`src/rtl/grc_pkg.sv`:
```
// Shared types, constants and the quarter-wave sine table of the grid ray caster.
// Used by grc_front, grc_back and grid_ray_caster_unit; depends on nothing else.
package grc_pkg;

    localparam int RAY_COUNT_DEF  = 30;
    localparam int MAP_DIM_DEF    = 64;
    localparam int MAX_STEPS_DEF  = 8;
    localparam int CELL_SHIFT_DEF = 6;

    localparam int ANG_W     = 13;
    localparam int FULL_TURN = 5760;
    localparam int QUARTER   = 1440;
    localparam int HALF_FOV  = 480;
    localparam int RAY_STEP  = 32;
    localparam int NEAR_ZERO = 65;
    localparam int NO_HIT    = 25600000;

    localparam int SIN_W = 17;   // table magnitude, 0 .. 65536
    localparam int CW    = 32;   // signed Q.8 coordinate width
    localparam int DW    = 36;   // signed Q.8 distance width before saturation
    localparam int MW    = 18;   // multiplier operand a
    localparam int MBW   = 34;   // multiplier operand b
    localparam int PW    = MW + MBW;

    localparam logic [63:0] PI_Q30 = 64'd3373259426;

    localparam logic [2:0] CFG_PLAYER_X    = 3'd0;
    localparam logic [2:0] CFG_PLAYER_Y    = 3'd1;
    localparam logic [2:0] CFG_MAP_COLS    = 3'd2;
    localparam logic [2:0] CFG_MAP_ROWS    = 3'd3;
    localparam logic [2:0] CFG_VIEW_WIDTH  = 3'd4;
    localparam logic [2:0] CFG_VIEW_HEIGHT = 3'd5;

    typedef struct packed {
        logic [19:0] player_x;
        logic [19:0] player_y;
        logic [6:0]  map_cols;
        logic [6:0]  map_rows;
        logic [11:0] view_width;
        logic [11:0] view_height;
    } t_cfg;

    typedef struct packed {
        logic             is_cast;
        logic             map_ok;
        logic [5:0]       cell_x;
        logic [5:0]       cell_y;
        logic             wall;
        logic [ANG_W-1:0] angle;
    } t_item;

    typedef struct packed {
        logic        neg;
        logic [10:0] idx;
    } t_quad;

    typedef logic [SIN_W-1:0] t_sine_tab [0:QUARTER];

    // Integer Taylor series in Q30, rounded to Q16.
    function automatic t_sine_tab sine_table();
        t_sine_tab          tab;
        logic [63:0]        x;
        logic [63:0]        x2;
        logic [63:0]        term;
        logic signed [63:0] sum;
        int                 a;
        int                 k;
        for (a = 0; a <= QUARTER; a++) begin
            x    = (64'(a) * PI_Q30 + 64'd1440) / 64'd2880;
            x2   = (x * x) >> 30;
            term = x;
            sum  = $signed(x);
            for (k = 1; k <= 7; k++) begin
                term = ((term * x2) >> 30) / 64'((2 * k) * (2 * k + 1));
                if (k % 2 == 1) begin
                    sum = sum - $signed(term);
                end else begin
                    sum = sum + $signed(term);
                end
            end
            if (sum < 0) begin
                sum = 0;
            end
            tab[a] = SIN_W'(($unsigned(sum) + 64'd8192) >> 14);
        end
        return tab;
    endfunction

    localparam t_sine_tab SINE_TAB = sine_table();

    // Folds a full-turn angle onto the quarter-wave table.
    function automatic t_quad sine_quad(input logic [ANG_W-1:0] a);
        t_quad q;
        if (a < ANG_W'(QUARTER)) begin
            q.neg = 1'b0;
            q.idx = 11'(a);
        end else if (a < ANG_W'(2 * QUARTER)) begin
            q.neg = 1'b0;
            q.idx = 11'(ANG_W'(2 * QUARTER) - a);
        end else if (a < ANG_W'(3 * QUARTER)) begin
            q.neg = 1'b1;
            q.idx = 11'(a - ANG_W'(2 * QUARTER));
        end else begin
            q.neg = 1'b1;
            q.idx = 11'(ANG_W'(FULL_TURN) - a);
        end
        return q;
    endfunction

    function automatic logic [23:0] sat24(input logic signed [CW-1:0] v);
        if (v > $signed(CW'(24'sh7FFFFF))) begin
            return 24'h7FFFFF;
        end else if (v < -$signed(CW'(32'sh800000))) begin
            return 24'h800000;
        end
        return v[23:0];
    endfunction

    function automatic logic [25:0] sat26(input logic signed [DW-1:0] v);
        if (v > $signed(DW'(26'h1FFFFFF))) begin
            return 26'h1FFFFFF;
        end else if (v < -$signed(DW'(36'h2000000))) begin
            return 26'h2000000;
        end
        return v[25:0];
    endfunction

endpackage

```
`src/rtl/grc_front.sv`:
```
// Front part: takes input transfers, folds the heading and checks map-write bounds.
// Depends on grc_pkg.
module grc_front import grc_pkg::*; #(
    parameter int MAP_DIM = MAP_DIM_DEF
) (
    input  logic             i_clk,
    input  logic             i_rst_n,
    input  logic             i_hold,
    input  logic             i_valid,
    output logic             o_ready,
    input  logic             i_mode,
    input  logic [5:0]       i_cell_x,
    input  logic [5:0]       i_cell_y,
    input  logic             i_wall,
    input  logic [ANG_W-1:0] i_view_angle,
    output logic             o_push,
    output t_item            o_item,
    input  logic             i_full
);
    logic             r_valid;
    t_item            r_item;
    t_item            item;
    logic [ANG_W-1:0] a1;
    logic [ANG_W-1:0] a2;

    always_comb begin
        a1 = (i_view_angle >= ANG_W'(FULL_TURN)) ? i_view_angle - ANG_W'(FULL_TURN)
                                                  : i_view_angle;
        a2 = a1 + ANG_W'(HALF_FOV);
        if (a2 >= ANG_W'(FULL_TURN)) begin
            a2 = a2 - ANG_W'(FULL_TURN);
        end
        item.is_cast = i_mode;
        item.map_ok  = (9'(i_cell_x) < 9'(MAP_DIM)) && (9'(i_cell_y) < 9'(MAP_DIM));
        item.cell_x  = i_cell_x;
        item.cell_y  = i_cell_y;
        item.wall    = i_wall;
        item.angle   = a2;
    end

    assign o_ready = !i_hold && (!r_valid || !i_full);
    assign o_push  = r_valid;
    assign o_item  = r_item;

    always_ff @(posedge i_clk) begin
        if (!i_rst_n) begin
            r_valid <= 1'b0;
        end else if (o_ready) begin
            r_valid <= i_valid;
        end else if (!i_full) begin
            r_valid <= 1'b0;
        end
    end

    always_ff @(posedge i_clk) begin
        if (o_ready && i_valid) begin
            r_item <= item;
        end
    end
endmodule

```
`config.mk`:
```
export PLATFORM = sky130hd
export DESIGN_NAME = grc_front
export DESIGN_NICKNAME = d
export VERILOG_FILES = /design/src/rtl/grc_pkg.sv /design/src/rtl/grc_front.sv
export SDC_FILE = /design/constraint.sdc
export NUM_CORES = 1
export LEC_CHECK = 0
export ABC_AREA = 1
export ABC_CLOCK_PERIOD_IN_PS = 3100
export BUFFER_PORTS_ARGS = -buffer_cell sky130_fd_sc_hd__buf_2
export CAP_MARGIN = 30
export CELL_PAD_IN_SITES_DETAIL_PLACEMENT = 1
export CELL_PAD_IN_SITES_GLOBAL_PLACEMENT = 1
export CORE_MARGIN = 5
export CORE_UTILIZATION = 32
export CTS_CLUSTER_DIAMETER = 150
export DETAILED_ROUTE_END_ITERATION = 8
export PLACE_DENSITY_LB_ADDON = 0.05
export REMOVE_ABC_BUFFERS = 1
export SLEW_MARGIN = 10
export SYNTH_ARGS = -nofsm -noshare
export SYNTH_HDL_FRONTEND = slang
export SYNTH_SLANG_ARGS = --single-unit
export TNS_END_PERCENT = 10
```
`constraint.sdc`:
```
create_clock -name i_clk -period 3.1 [get_ports i_clk]
set_input_delay 0.62 -clock i_clk [delete_from_list [all_inputs] [get_ports i_clk]]
set_output_delay 0.62 -clock i_clk [all_outputs]
set_load 0.1 [all_outputs]
```
; ---- Word-level counts from Yosys, hierarchy flattened
; Cells that the tools add are included.
[word_totals]
wordCells = 22
latch_bits = 0
n_memories = 0
rom_bits = 0
output_inout_bits = 30
input_bits = 32
reg_bits = 28
mem_bits_rw = 0
[classes]
n_bitwise = 0
reduce_logical = 6
shifts = 0
n_addsub = 3
n_lt_le_gt_ge = 2
n_div = 0
multipliers = 0
mux = 4
n_eq_ne = 1
[ops]
columns = cell, count
row1 = "13-bit greater-or-equal comparator, second input constant", 2
row2 = 13-bit two-way mux, 2
row3 = "13-bit subtractor, second input constant", 2
row4 = "13-bit by 9-bit adder with 13-bit output, second input constant", 1
row5 = 1-bit zero test, 3
row6 = 1-bit logical AND, 2
row7 = 1-bit two-way mux, 2
row8 = "2-bit inequality test, second input constant", 1
row9 = 1-bit logical OR, 1

; ---- Longest topological paths before layout
[logic_depth]
word_depth = 5
ltp_mapped = 19
ltp_nobuf = 19

; ---- Least setup slack after synthesis
; Ideal clock, no wire load.
[synth_timing]
path_type = register to register
start = register r_valid, in the netlist o_push
end = register r_item (netlist bit o_item[0]), enable pin
stages_incl_launch_ff = 4
n_path_buf = 0
period_less_slack_ns = 3.375
arrival_ns = 2.922
t_required_ns = 2.647
slack_ns = -0.275
setup_ns = 0.453
path_cell_list = dfxtp_1 -> nand2_1 -> inv_1 -> nor3b_1
[synth_via]
elab_chain_len = 4
[synth_rtl]
columns = item, line_no
row1 = start: declaration, grc_front.sv:20  ; logic r_valid;
row2 = start signal: assignment, grc_front.sv:49  ; r_valid <= i_valid;
row3 = 1-bit zero test, grc_front.sv:41  ; assign o_ready = !i_hold && (!r_valid || !i_full);
row4 = 1-bit logical OR, grc_front.sv:41
row5 = 1-bit logical AND, grc_front.sv:41
row6 = 1-bit logical AND, grc_front.sv:56  ; if (o_ready && i_valid) begin
row7 = end signal: assignment, grc_front.sv:57  ; r_item <= item;
row8 = end: declaration, grc_front.sv:21  ; t_item r_item;
; No other way between the ends.
; A chain may end at the register's enable or synchronous reset.

; ---- Worst setup path in the final report
[layout_timing]
start = input port i_view_angle[7]
end = register r_item (netlist bit o_item[10]), data pin
[layout_via]
elab_chain_len = 5
elab_cells_between_ends = 7
classes_between = add/sub: 3 / order compare: 2 / mux: 2
[layout_rtl]
columns = item, line_no
row1 = start: declaration, grc_front.sv:15  ; input logic [ANG_W-1:0] i_view_angle,
row2 = 13-bit subtractor / 13-bit greater-or-equal comparator (equally long branches), grc_front.sv:27  ; a1 = (i_view_angle >= ANG_W'(FULL_TURN)) ? i_view_angle - ANG_W'(FULL_TURN)
row3 = 13-bit two-way mux *, grc_front.sv:27
row4 = 13-bit by 9-bit adder with 13-bit output *, grc_front.sv:29  ; a2 = a1 + ANG_W'(HALF_FOV);
row5 = 13-bit subtractor / 13-bit greater-or-equal comparator (equally long branches), "grc_front.sv:31, grc_front.sv:30"
row6 = 13-bit two-way mux *, grc_front.sv:30  ; if (a2 >= ANG_W'(FULL_TURN)) begin
row7 = named net a2[10], grc_front.sv:24  ; logic [ANG_W-1:0] a2;
; The timed path passes the listed nets; every way through them passes the cells marked *.

==> summary.md <==
| Metric | Value |
|---|---|
| Crit end category | flip-flop |
| Clk buf depth | 2 |
| Clock latency on the worst-skew pair | 260 ps |
| Overall Global Routing Usage | 11.6% |
| Post-Syn Area per Cell | 10.0 sq um |
| Remaining antenna violation count | 0 |
| First-pass GRT wire length | 6060 microns |
| Initial antenna violation count | 0 |
| Placed instance area | 2020 sq um |
| DIE AREA | 6600 sq um |
| Cell Int Power | 0.611 mW |
| Hold WC Path Type | input port to flip-flop |
| Largest net degree at the start of global routing | 29 |
| Net switching share of the total power | 38.3% |
| Area Overhead vs Synth | 27.0% |
| Layout cells sized above 1 | 42.5% |
| GRT overflow | 0 |
| DRC viols | 0 |
| H-tree depth | 1 |
| TNS Setup | 0 ps |
| Pre-antenna DRT Iters | 4 |
| Row Count | 26 |
| Yosys warning total | 0 |
| Clock Sink Count | 28 |
| Clk pwr share | 19.1% |
| PnR worst setup slack | 333 ps |
| NetSw | 0.380 mW |
| Post-Place Worst Slack | 36.6 ps |
| Finish-stage setup viols | 0 |
| IO buf count | 60 |
| Fin. Hold Viols | 0 |
| Design area | 2060 sq um |
| Mapped cell area | 1620 sq um |
| Total power | 0.991 mW |
| Tcrit/Tclk final | 89.3% |
| Outcome | finished clean |
| RSZ-0062 raised after global routing | false |
| FMAX | 361 MHz |
| Ant diodes | 0 |
| Hold_ws | 527 ps |
| Flip-flop and latch area | 831 sq um |
| DR iter-0 viols | 60 |
| Crit path kind | input port to flip-flop |
| Maximum vdd drop | 0.159 mV |
| Unique masters post-synth | 28 |
| Multi-input gate area | 693 sq um |
| Post-CTS Hold Fix Bufs | 0 |
| Via density | 4.41 |
| Logic pwr share | 35.9% |
| Cts bufs inserted | 3 |
| CP Launch Type | input port |
| Min Tclk post-route | 2770 ps |
| Core area | 5010 sq um |
| P per Cell Area | 481 nW/um^2 |
| Nets | 264 |
| Placed wire-length estimate | 3210 microns |
| Worst path slowest cell | ha_1 |
| # IOs | 62 |
| Cells after Synth | 162 |
| Post-CTS setup repair buffer count | 0 |
| Slowest stage delay, CP | 240 ps |
| Filler instances | 639 |
| Routed WL | 3750 microns |
| Seq pwr share | 45.0% |
| CTS tree | done |
| Pleak | 0.988 nW |
| Number of synthesized register bits | 28 |
| Initial Util | 32.4% |
| DR vias | 1305 |
| Clock skew | 1.11 ps |
| Seq/Total Area, Yosys | 51.2% |
| Final GP Congestion | 0.807 |
| Critical Path AT | 2790 ps |
| Clk slew on worst S/H paths | 90 ps |
| Die Wd | 81.2 microns |
| Clock root buffer | clkbuf_8 |
| Pins over their slew limit | 0 |
| Req. time, crit path | 3120 ps |
| MaxCap Viol Count | 0 |
| Finished Core Util | 41.1% |
| Cell family with most CP delay | simple AND/OR/NAND/NOR gates |
| Fin cells | 296 |
| Die Span Y | 81.2 microns |
| # resized after CTS | 0 |
| Vias in the first global route | 1295 |
| Worst-path cell chain | buf_2 -> inv_1 -> ha_1 -> inv_1 -> nand3_1 -> nand2_1 -> nand2_2 -> o21ai_4 -> nand2_2 -> nand2_4 -> nand2_1 -> nand2_1 -> nand2_2 -> ha_1 -> nor2_2 -> nand2_2 -> nand3_4 -> nand2_4 -> nand2_1 -> nand2_1 |
| Drt wl/cell | 12.7 microns |
| Placed cells | 292 |
| Buf/Inv on CP | 3 |
| CP Max Fanout | 10 |
| CP most frequent cell | nand2_1 |
layout make-up:
cell class / count / area share, %
sequential: 28 / 40.3
multi-input combinational: 108 / 33.6
timing repair buffer: 61 / 14.9
inverter: 25 / 4.68
tap: 70 / 4.25
clock buffer: 3 / 2.00
clock inverter: 1 / 0.182
power groups by stage:
stage          clock, mW  sequential, mW  combinational (mW)
3_5_place_dp           0           0.455               0.360
6_report           0.189           0.446               0.356
3_3_place_gp           0           0.454               0.354
2_1_floorplan          0           0.593               0.147
4_1_cts            0.200           0.446               0.361
5_1_grt            0.220           0.447               0.384
state kept, by name, indices dropped and copies added (netlist names):
name,count
o_item,27
o_push,1
kinds of logic (layout without fill, tap and decap cells):
kind of cell             after synthesis  count (layout)  synth area share (%)
AO/OA/AOI/OAI                          6               6                  2.93
flip-flops                            28              28                  51.2
AND/OR/NAND/NOR                       92              92                  32.1
buffers and inverters                 26              90                  6.40
XOR/XNOR                               4               4                  3.32
other                                  1               1                 0.231
adder cells (fa/ha/maj)                5               5                  3.86
cells in the mapped netlist (all sizes together):
| master | count | area share [%] |
|---|---|---|
| nand2 | 51 | 16 |
| edfxtp | 27 | 50 |
| nand3 | 26 | 11 |
| inv | 24 | 5.7 |
| nor2 | 9 | 2.4 |
| ha | 5 | 3.9 |
| o21ai | 5 | 2.5 |
| xor2 | 4 | 3.3 |
| nand4 | 3 | 1.5 |
| a21boi | 1 | 0.46 |
| buf | 1 | 0.46 |
| clkinv | 1 | 0.23 |
| conb | 1 | 0.23 |
| dfxtp | 1 | 1.2 |
| nand3b | 1 | 0.69 |
| nor3b | 1 | 0.46 |
| or2 | 1 | 0.39 |
path summary, 6_finish.rpt:
kind / start / slack, ps / cells past startpoint / end
max: i_view_angle[7] / 330 / 20 / o_item[10]$_DFFE_PP_
min: i_cell_x[5] / 530 / 1 / o_item[25]$_DFFE_PP_
max reg2reg: o_push$_SDFFE_PN0P_ / 1840 / 4 / o_item[10]$_DFFE_PP_
min reg2reg: o_push$_SDFFE_PN0P_ / 670 / 4 / o_push$_SDFFE_PN0P_
layout by cell type, fill, tap and decap left out, types with 2 or more instances in the layout:
cell type / instances
buf_2: 60
clkbuf_8: 3
clkinv_1: 2
edfxtp_1: 27
ha_1: 5
inv_1: 21
inv_2: 2
nand2_1: 36
nand2_2: 10
nand2_4: 5
nand3_1: 21
nand3_2: 2
nand3_4: 3
nand4_1: 2
nor2_1: 7
nor2_2: 2
o21ai_0: 3
xor2_1: 3
worst register-to-register path: stages (launching register included):
cell and delay, ps:
dfxtp_1 320, nand2_1 50, inv_1 70, nor3b_2 150, buf_4 350
per-layer routing:
layer	wire, microns	vias to the layer above	track usage [%]
met5	0	-	0
met4	48	0	4.22
met3	249	6	1.44
met2	1890	43	21.6
met1	1560	597	13.6
li1	-	659	-
Note: power is estimated with default switching activity, not from simulation.
