### config.mk
export PLATFORM = sky130hd
export DESIGN_NAME = grc_fifo
export DESIGN_NICKNAME = d
export VERILOG_FILES = /design/src/rtl/grc_fifo.sv
export SDC_FILE = /design/constraint.sdc
export NUM_CORES = 1
export LEC_CHECK = 0
export BUFFER_PORTS_ARGS = -buffer_cell sky130_fd_sc_hd__clkbuf_2
export CORE_UTILIZATION = 45
export DETAILED_ROUTE_END_ITERATION = 12
export PLACE_DENSITY = 0.73
export RECOVER_POWER = 100
export SYNTH_ARGS = -nofsm -noshare
export SYNTH_HDL_FRONTEND = slang
export SYNTH_SLANG_ARGS = --single-unit
### constraint.sdc
create_clock -name i_clk -period 1.99 [get_ports i_clk]
set_clock_uncertainty 0.1 [all_clocks]
set_input_delay 0.597 -clock i_clk [delete_from_list [all_inputs] [get_ports i_clk]]
set_output_delay 0.597 -clock i_clk [all_outputs]
set_load 0.03 [all_outputs]
### src/rtl/grc_fifo.sv
// Short item queue between the front and back parts.
// Depends on nothing.
module grc_fifo #(
    parameter int W     = 8,
    parameter int DEPTH = 2
) (
    input  logic         i_clk,
    input  logic         i_rst_n,
    input  logic         i_push,
    input  logic [W-1:0] i_data,
    output logic         o_full,
    input  logic         i_pop,
    output logic         o_valid,
    output logic [W-1:0] o_data
);
    localparam int AW = (DEPTH > 1) ? $clog2(DEPTH) : 1;
    localparam int CNW = $clog2(DEPTH + 1);

    logic [W-1:0]   r_mem [DEPTH];
    logic [AW-1:0]  r_wr;
    logic [AW-1:0]  r_rd;
    logic [CNW-1:0] r_count;
    logic           do_push;
    logic           do_pop;

    assign o_full  = (r_count == CNW'(DEPTH));
    assign o_valid = (r_count != '0);
    assign o_data  = r_mem[r_rd];
    assign do_push = i_push && !o_full;
    assign do_pop  = i_pop && o_valid;

    always_ff @(posedge i_clk) begin
        if (!i_rst_n) begin
            r_wr    <= '0;
            r_rd    <= '0;
            r_count <= '0;
        end else begin
            if (do_push) begin
                r_wr <= (r_wr == AW'(DEPTH - 1)) ? '0 : r_wr + 1'b1;
            end
            if (do_pop) begin
                r_rd <= (r_rd == AW'(DEPTH - 1)) ? '0 : r_rd + 1'b1;
            end
            if (do_push && !do_pop) begin
                r_count <= r_count + 1'b1;
            end else if (do_pop && !do_push) begin
                r_count <= r_count - 1'b1;
            end
        end
    end

    always_ff @(posedge i_clk) begin
        if (do_push) begin
            r_mem[r_wr] <= i_data;
        end
    end
endmodule

Word-level counts from Yosys, hierarchy flattened

Memories as Yosys holds them, arrays and structs flattened. A register that Yosys moved wholly into a read port is not among the register bits.
Cells that the tools add are included.

Equality and inequality tests: 1
Muxes and demuxes: 8
Add/sub/neg operators: 4
Reductions and logical operators: 9

Operator list:

| kind                                                                | number |
|---|---|
| 1-bit 2-to-1 mux                                                    | 6 |
| 1-bit logical AND                                                   | 4 |
| 2-bit 2-to-1 mux                                                    | 2 |
| 2-bit nonzero test                                                  | 2 |
| 1-bit zero test                                                     | 3 |
| 1-bit adder (second input constant)                                 | 2 |
| 2-bit by 1-bit adder with 2-bit output (second input constant)      | 1 |
| 2-bit == test (second input constant)                               | 1 |
| 2-bit by 1-bit subtractor with 2-bit output (second input constant) | 1 |

Bits of input ports: 12
Output and inout bits: 10
Word-level logic and storage cells: 26
Memory bits (writable): 16
Memories: 1
Bits in registers: 4

Memory list:

| memory | depth | width | rd ports | clocked after memory_dff | write ports | line | source |
|---|---|---|---|---|---|---|---|
| r_mem  | 2     | 8     | 1        | 1                        | 1           | 19   | `logic [W-1:0] r_mem [DEPTH];` |

Longest topological paths before layout

Gate-level depths: netlist of the first run.

Depth after elaboration: 7
Depth in mapped cells: 7
Depth with buffers taken out: 7

Least setup slack after synthesis of the first run

OpenSTA, ideal clock, no wires.

Path type: reg-to-reg
Start: reg r_count[0]
End: reg r_count[1]
Arrival: 1.592 ns
Clock period less this slack: 1.761 ns
Slack: 0.229 ns
Buffers on the path: 0
Cell stages (with the launch flop): 7
Required time: 1.820 ns
Setup time: 0.070 ns
Cell sequence: dfxtp_1 -> nand2b_1 -> inv_1 -> nor2_1 -> ha_1 -> or3_1 -> a21oi_1

Cells in the longest elaborated chain, start to end: 6
Elaborated cells on any way between the ends: 14
Classes of those cells: add/sub (2); eq/ne (1); mux (2); reduce/logical (9)

RTL lines:

| what                                | line | source |
|---|---|---|
| from (decl)                         | 22   | `logic [CNW-1:0] r_count;` |
| from (signal assigned)              | 45   | `r_count <= r_count + 1'b1;` |
| from (signal assigned)              | 47   | `r_count <= r_count - 1'b1;` |
| 2-bit == test (*)                   | 26   | `assign o_full = (r_count == CNW'(DEPTH));` |
| net o_full                          | 11   | `output logic o_full,` |
| 1-bit zero test (*)                 | 29   | `assign do_push = i_push && !o_full;` |
| 1-bit logical AND (*)               | 29   |  |
| 1-bit zero test                     | 46   | `end else if (do_pop && !do_push) begin` |
| 1-bit logical AND                   | 46   |  |
| 2-bit nonzero test (no source line) | n/a  |  |

The timed path passes the listed nets; every way through them passes the cells marked *. The select of a mux whose other input is x is not followed.
A chain may end at the register's enable or synchronous reset.

==> metrics.md, run 1 <==
| Metric | Value |
|---|---|
| Status | complete, no violations |
| Initial antenna violation count | 0 |
| Final WL | 1170 um |
| Critical path peak fanout | 8 |
| Post-DP HPWL | 891 um |
| Vias in the first global route | 453 |
| Maximum clock rate | 0.520 GHz |
| Post-Syn Nets | 64 |
| Initial Utilization | 50.5% |
| Setup ws final | 0.0681 ns |
| CTS buffer count | 3 |
| Die ar. | 0.00196 mm^2 |
| GR peak layer | met2 |
| Residual DRC | 0 |
| Post-layout min period | 1.92 ns |
| Hold WC Path Type | in2reg |
| Yosys warnings | 0 |
| Final Hold Viols | 0 |
| Vias per cell | 4.68 |
| PwrDens | 1330 mW/mm^2 |
| Max_slew headroom | 73.1% |
| DRT antenna net count | 0 |
| CP Data Arrival Time | 1.22 ns |
| Met3 usage | 6.12% |
| Register area share after synthesis | 72.0% |
| CTS Root Cell | clkbuf_4 |
| Die W | 44.3 um |
| Cts repair resizes | 2 |
| Final std cells w/o fill | 101 |
| Power Total | 1.28 mW |
| Vias | 473 |
| Commonest cells after routing, fill and taps aside | 16 x edfxtp_1, 11 x clkbuf_2, 8 x mux2_2 |
| Req. time, crit path | 1.29 ns |
| Final setup viols | 0 |
| Placed Cells | 97 |
| Setup TNS Final | 0 ns |
| RSZ-0062 raised after global routing | yes |
| P_leak | 0.388 nW |
| Worst-margin pin slew | 0.404 ns |
| Met2 global-route usage | 24.1% |
| Final core occ | 60.7% |
| Post-DR wirelength/cell | 11.5 um |
| Setup bufs post-CTS | 0 |
| Pin count of the biggest net entering global routing | 12 |
| Seq cells post-synth | 21 |
| Worst hold slack | 0.390 ns |
| Setup crit end kind | output pin |
| I/O pins | 22 |
| Clock insertion delay at the later pin of the skew report | 0.29 ns |
| Port bufs | 21 |
| Post-placement cell area | 951 um^2 |
| Startpoint Class | flop |
| CP Class | reg2out |
| TritonRoute pass-1 iters | 2 |
| Netlist cell types | 17 |
| CTS tree | done |
| GPL Wtd Cong | 0.676 |
| CORE AREA | 0.00159 mm^2 |
| M1 GR Usage | 15.0% |
| Area grow syn2layout | 20.0% |
| Sink Count | 21 |
| Global-route wire length before repair | 1890 um |
| DIE HEIGHT | 44.3 um |
| Longest Clk Path Bufs | 2 |
| Site Rows | 14 |
| Syn Inst Count | 51 |
| Avg Cell Area, Syn | 15.8 um^2 |
| Layout Nets | 91 |
| Post-route cell area | 967 um^2 |
| CTS HTree Levels | 1 |
| Remaining global-route overflow | 0 |
| Worst-case vdd ir drop | 0.882 mV |
| Max cap viols | 0 |
| Fin crit share | 96.6% |
| Commonest non-fill, non-tap cell in the layout | edfxtp_1 |
| Total track usage | 14.5% |
| Pins Over Slew Limit | 0 |
| Diode count | 0 |
| Share of layout cells above drive strength 1 | 40.3% |
| CTS Hold Bufs | 0 |
| Mapped cell area | 806 um^2 |
| Drt initial violations | 6 |
| Clock Pin Slew Worst Setup and Hold Paths | 0.10 ns |
| Pre-CTS setup slack | 0.124 ns |
## logic make-up (layout without fill, tap and decap cells)
| family | count (synthesis) | count (layout) | synth area share [%] |
|---|---|---|---|
| AOI/OAI and AO/OA | 5 | 5 | 3.73 |
| xor gates and xnor gates | 3 | 3 | 3.26 |
| adders and majority gates | 1 | 1 | 1.55 |
| buffers and inverters | 4 | 30 | 2.02 |
| DFF | 21 | 21 | 72.1 |
| muxes | 8 | 8 | 11.2 |
| and+or+nand+nor | 9 | 9 | 6.21 |
## layout make-up
| cell class | count | area, um^2 |
|---|---|---|
| well taps | 24 | 30.0 |
| multi-input cells | 26 | 204 |
| inverters | 3 | 11.3 |
| repair buffers | 23 | 111 |
| fillers | 145 | 627 |
| clock buffers | 4 | 26.3 |
| flip-flops and latches | 21 | 584 |
## synthesized netlist by cell type, drive strengths merged
master	number	area [um^2]
edfxtp	16	480
mux2	8	90.1
dfxtp	5	100
nor2	4	15.0
inv	3	11.3
xor2	3	26.3
o21ai	2	10.0
a21boi	1	7.51
a21oi	1	5.00
and3	1	6.26
buf	1	5.00
ha	1	12.5
nand2b	1	6.26
nor3	1	10.0
o21a	1	7.51
or2	1	6.26
or3	1	6.26
## path summary, 6_finish.rpt
path	startpoint	slack, ns	cells past startpoint	endpoint
worst max-delay path	flop	0.07	2	o_data[2]
worst min-delay path	i_data[5]	0.39	1	r_mem[1][5]
worst max register to register	r_count[0]	0.30	6	r_count[1]
worst min register to register	r_rd	0.43	2	r_rd
## report_power, final
group          switching (mW)  total [mW]  internal (mW)
Clock                   0.112       0.190         0.0779
Combinational           0.293       0.477          0.184
Sequential             0.0530       0.617          0.564
## sequential cells by signal (all words and copies together) (netlist names), named ones only
register,flops
r_mem,16
r_count,2
r_rd,1
r_wr,1
## metal layers
layer  vias to the layer above  part of all wire (%)
li1                        236                     -
met4                         0                  0.77
met1                       224                    41
met3                         2                   4.1
met5                         -                     0
met2                        11                    54
## critical path, cell delays in order, from the launching register on
cell and delay (ns):
dfxtp_4 0.42, mux2_2 0.34, buf_2 0.18
Power figures use the tool's default switching activity.
==> run 2: changes to the inputs <==
CELL_PAD_IN_SITES_DETAIL_PLACEMENT = 0   (was not set)
CELL_PAD_IN_SITES_GLOBAL_PLACEMENT = 1   (was not set)
CORE_UTILIZATION = 40   (was 45)
PLACE_DENSITY = 0.78   (was 0.73)
==> run 2 against run 1 <==
Critical path depth unchanged. First-iteration DRC count down 33%. Worst setup slack worse by 0.017 ns. Global-route usage down 1.6 points. Count of clock-buffer cells in the layout down 1. Cell count unchanged. Design area down 0.65%. Non-clock buffer count down 1. Total power up 0.23%. Fmax down 0.88%. Flip-flop and latch count unchanged. Clock power about the same. Largest power group unchanged.
==> metrics.md, run 2 (synthesized netlist as in run 1, its figures left out) <==
| Metric | Value |
|---|---|
| Status | complete, no violations |
| Final setup viols | 0 (unchanged) |
| RSZ-0062 raised after global routing | no |
| Met1 Wirelength | 473 um (-0.84%) |
| Global-route wire length before repair | 1790 um (-5.4%) |
| CP Data Arrival Time | 1.24 ns (+0.02 ns) |
| PwrDens | 1340 mW/mm^2 (+0.88%) |
| Top Registers | r_mem x16, r_count x2 |
| Clock insertion delay at the later pin of the skew report | 0.29 ns (about the same) |
| Pre-CTS setup slack | 0.140 ns (+0.0159 ns) |
| Met2 Wirelength | 638 um (+1.4%) |
| Remaining global-route overflow | 0 (unchanged) |
| CP Class | reg2out |
| Setup ws final | 0.0511 ns (-0.0170 ns) |
| Final Hold Viols | 0 (unchanged) |
| I/O pins | 22 (unchanged) |
| CTS HTree Levels | 1 (unchanged) |
| Max_slew headroom | 66.6% (-6.4 points) |
| CTS Root Cell | clkbuf_4 |
| Initial antenna violation count | 0 (unchanged) |
| Maximum clock rate | 0.516 GHz (-0.88%) |
| Residual DRC | 0 (unchanged) |
| Critical path peak fanout | 8 (unchanged) |
| CTS tree | done |
| Drt initial violations | 4 (-2) |
| Startpoint Class | flop |
| Die ar. | 0.00220 mm^2 (+12%) |
| Area grow syn2layout | 19.3% |
| Layout Nets | 90 (-1.1%) |
| DRT antenna net count | 0 (unchanged) |
| Longest Clk Path Bufs | 2 (unchanged) |
| Share of layout cells above drive strength 1 | 39.5% (-0.79 points) |
| Max FFs per register | 16 (unchanged) |
| Vias per cell | 4.56 (-2.5%) |
| Hold WC Path Type | in2reg |
| Total track usage | 12.9% (-1.6 points) |
| Clock Pin Slew Worst Setup and Hold Paths | 0.11 ns (about the same) |
| Sink Count | 21 (unchanged) |
| Buf+Inv Stages, Crit Path | 1 (unchanged) |
| # fillers | 174 (+20%) |
| Reg with most FFs | r_mem |
| P_leak | 0.383 nW (-1.2%) |
| Die W | 46.9 um (+5.8%) |
| Post-layout min period | 1.94 ns (+0.0170 ns) |
| Met3 WL | 56 um (+17%) |
| Req. time, crit path | 1.29 ns (about the same) |
| Commonest non-fill, non-tap cell in the layout | edfxtp_1 |
| Final std cells w/o fill | 101 (unchanged) |
| Final core occ | 53.3% (-7.3 points) |
| Placed Cells | 97 (unchanged) |
| Pins Over Slew Limit | 0 (unchanged) |
| Fin crit share | 97.4% (+0.85 points) |
| Port bufs | 21 (unchanged) |
| Commonest cells after routing, fill and taps aside | 16 x edfxtp_1, 12 x clkbuf_2, 8 x mux2_2 |
| Top cell family by delay on the critical path | flip-flops |
| Top Layer Used | met4 |
| CTS buffer count | 3 (unchanged) |
| Power Total | 1.29 mW (+0.23%) |
| Max cap viols | 0 (unchanged) |
| Diode count | 0 (unchanged) |
| Final WL | 1190 um (+1.7%) |
| DIE HEIGHT | 46.9 um (+5.8%) |
| Worst-margin pin slew | 0.501 ns (+0.0964 ns) |
| Setup TNS Final | 0 ns (unchanged) |
| TritonRoute pass-1 iters | 3 (+1) |
| Post-DR wirelength/cell | 11.7 um (+1.7%) |
| CP peak stage delay | 0.43 ns (about the same) |
| Vias in the first global route | 439 (-3.1%) |
| CORE AREA | 0.00180 mm^2 (+13%) |
| Setup bufs post-CTS | 0 (unchanged) |
| Slowest CP cell | dfxtp_4 |
| Site Rows | 15 (+1) |
| Pin count of the biggest net entering global routing | 13 (+1) |
| CTS Hold Bufs | 0 (unchanged) |
| Initial Utilization | 44.7% (-5.8 points) |
| Worst-case vdd ir drop | 0.604 mV (-32%) |
| CP Cell Sequence | mux2_2, clkbuf_2 |
| Setup crit end kind | output pin |
| Vias | 461 (-2.5%) |
| GPL Wtd Cong | 0.751 (+11%) |
-- run 2: cell types whose count changed in the layout (fill, tap and decap cells not counted), sizes merged --
| cell | delta |
|---|---|
| clkbuf | +2 |
| buf | -4 |
| clkinv | +1 |
-- run 2: worst reg2reg max path: stages (launching register included) --
cell      delay, ns
dfxtp_1        0.43
nand2b_1       0.16
inv_1          0.07
nor2_1         0.10
ha_1           0.26
or3_1          0.39
a21oi_1        0.15
-- run 2: layer usage --
metal	GRT usage (%)	vias to the layer above
met1	13.4	213
li1	-	234
met5	0	-
met2	21.7	12
met4	10.3	0
met3	3.85	2
-- run 2: final cells by class --
| class | count | area (um^2) | share of cell area (%) |
|---|---|---|---|
| Sequential cell | 21 | 584 | 60.8 |
| Tap cell | 25 | 31.3 | 3.26 |
| Clock buffer | 3 | 22.5 | 2.34 |
| Multi-Input combinational cell | 26 | 204 | 21.2 |
| Clock inverter | 1 | 5.00 | 0.521 |
| Inverter | 3 | 11.3 | 1.17 |
| Timing Repair Buffer | 22 | 103 | 10.7 |
-- run 2: final timing paths --
| check | start | depth (start not counted) | slack, ns | to |
|---|---|---|---|---|
| min reg2reg | r_rd | 2 | 0.43 | r_rd |
| max | flop | 2 | 0.05 | o_data[4] |
| max reg2reg | r_count[0] | 6 | 0.28 | r_count[1] |
| min | i_data[1] | 1 | 0.39 | r_mem[0][1] |
-- run 2: what timing repair did --
action | 4_1_cts | 5_1_grt
setup endpoints to repair | 8 | 4
pin swaps | 0 | 0
gates resized for setup | 2 | 4
-- run 2: power breakdown --
| part | internal (mW) | switching (mW) |
|---|---|---|
| registers | 0.564 | 0.0583 |
| clock network | 0.0746 | 0.117 |
| logic | 0.177 | 0.295 |
| total | 0.816 | 0.471 |
-- run 2: through the flow --
stage | instance area [um^2] | hold slack (ns)
after floorplan | 806 | 0.372
after global placement | 945 | 0.391
after detailed placement | 945 | 0.398
after CTS | 976 | 0.379
after global routing | 961 | 0.360
final | 961 | 0.389
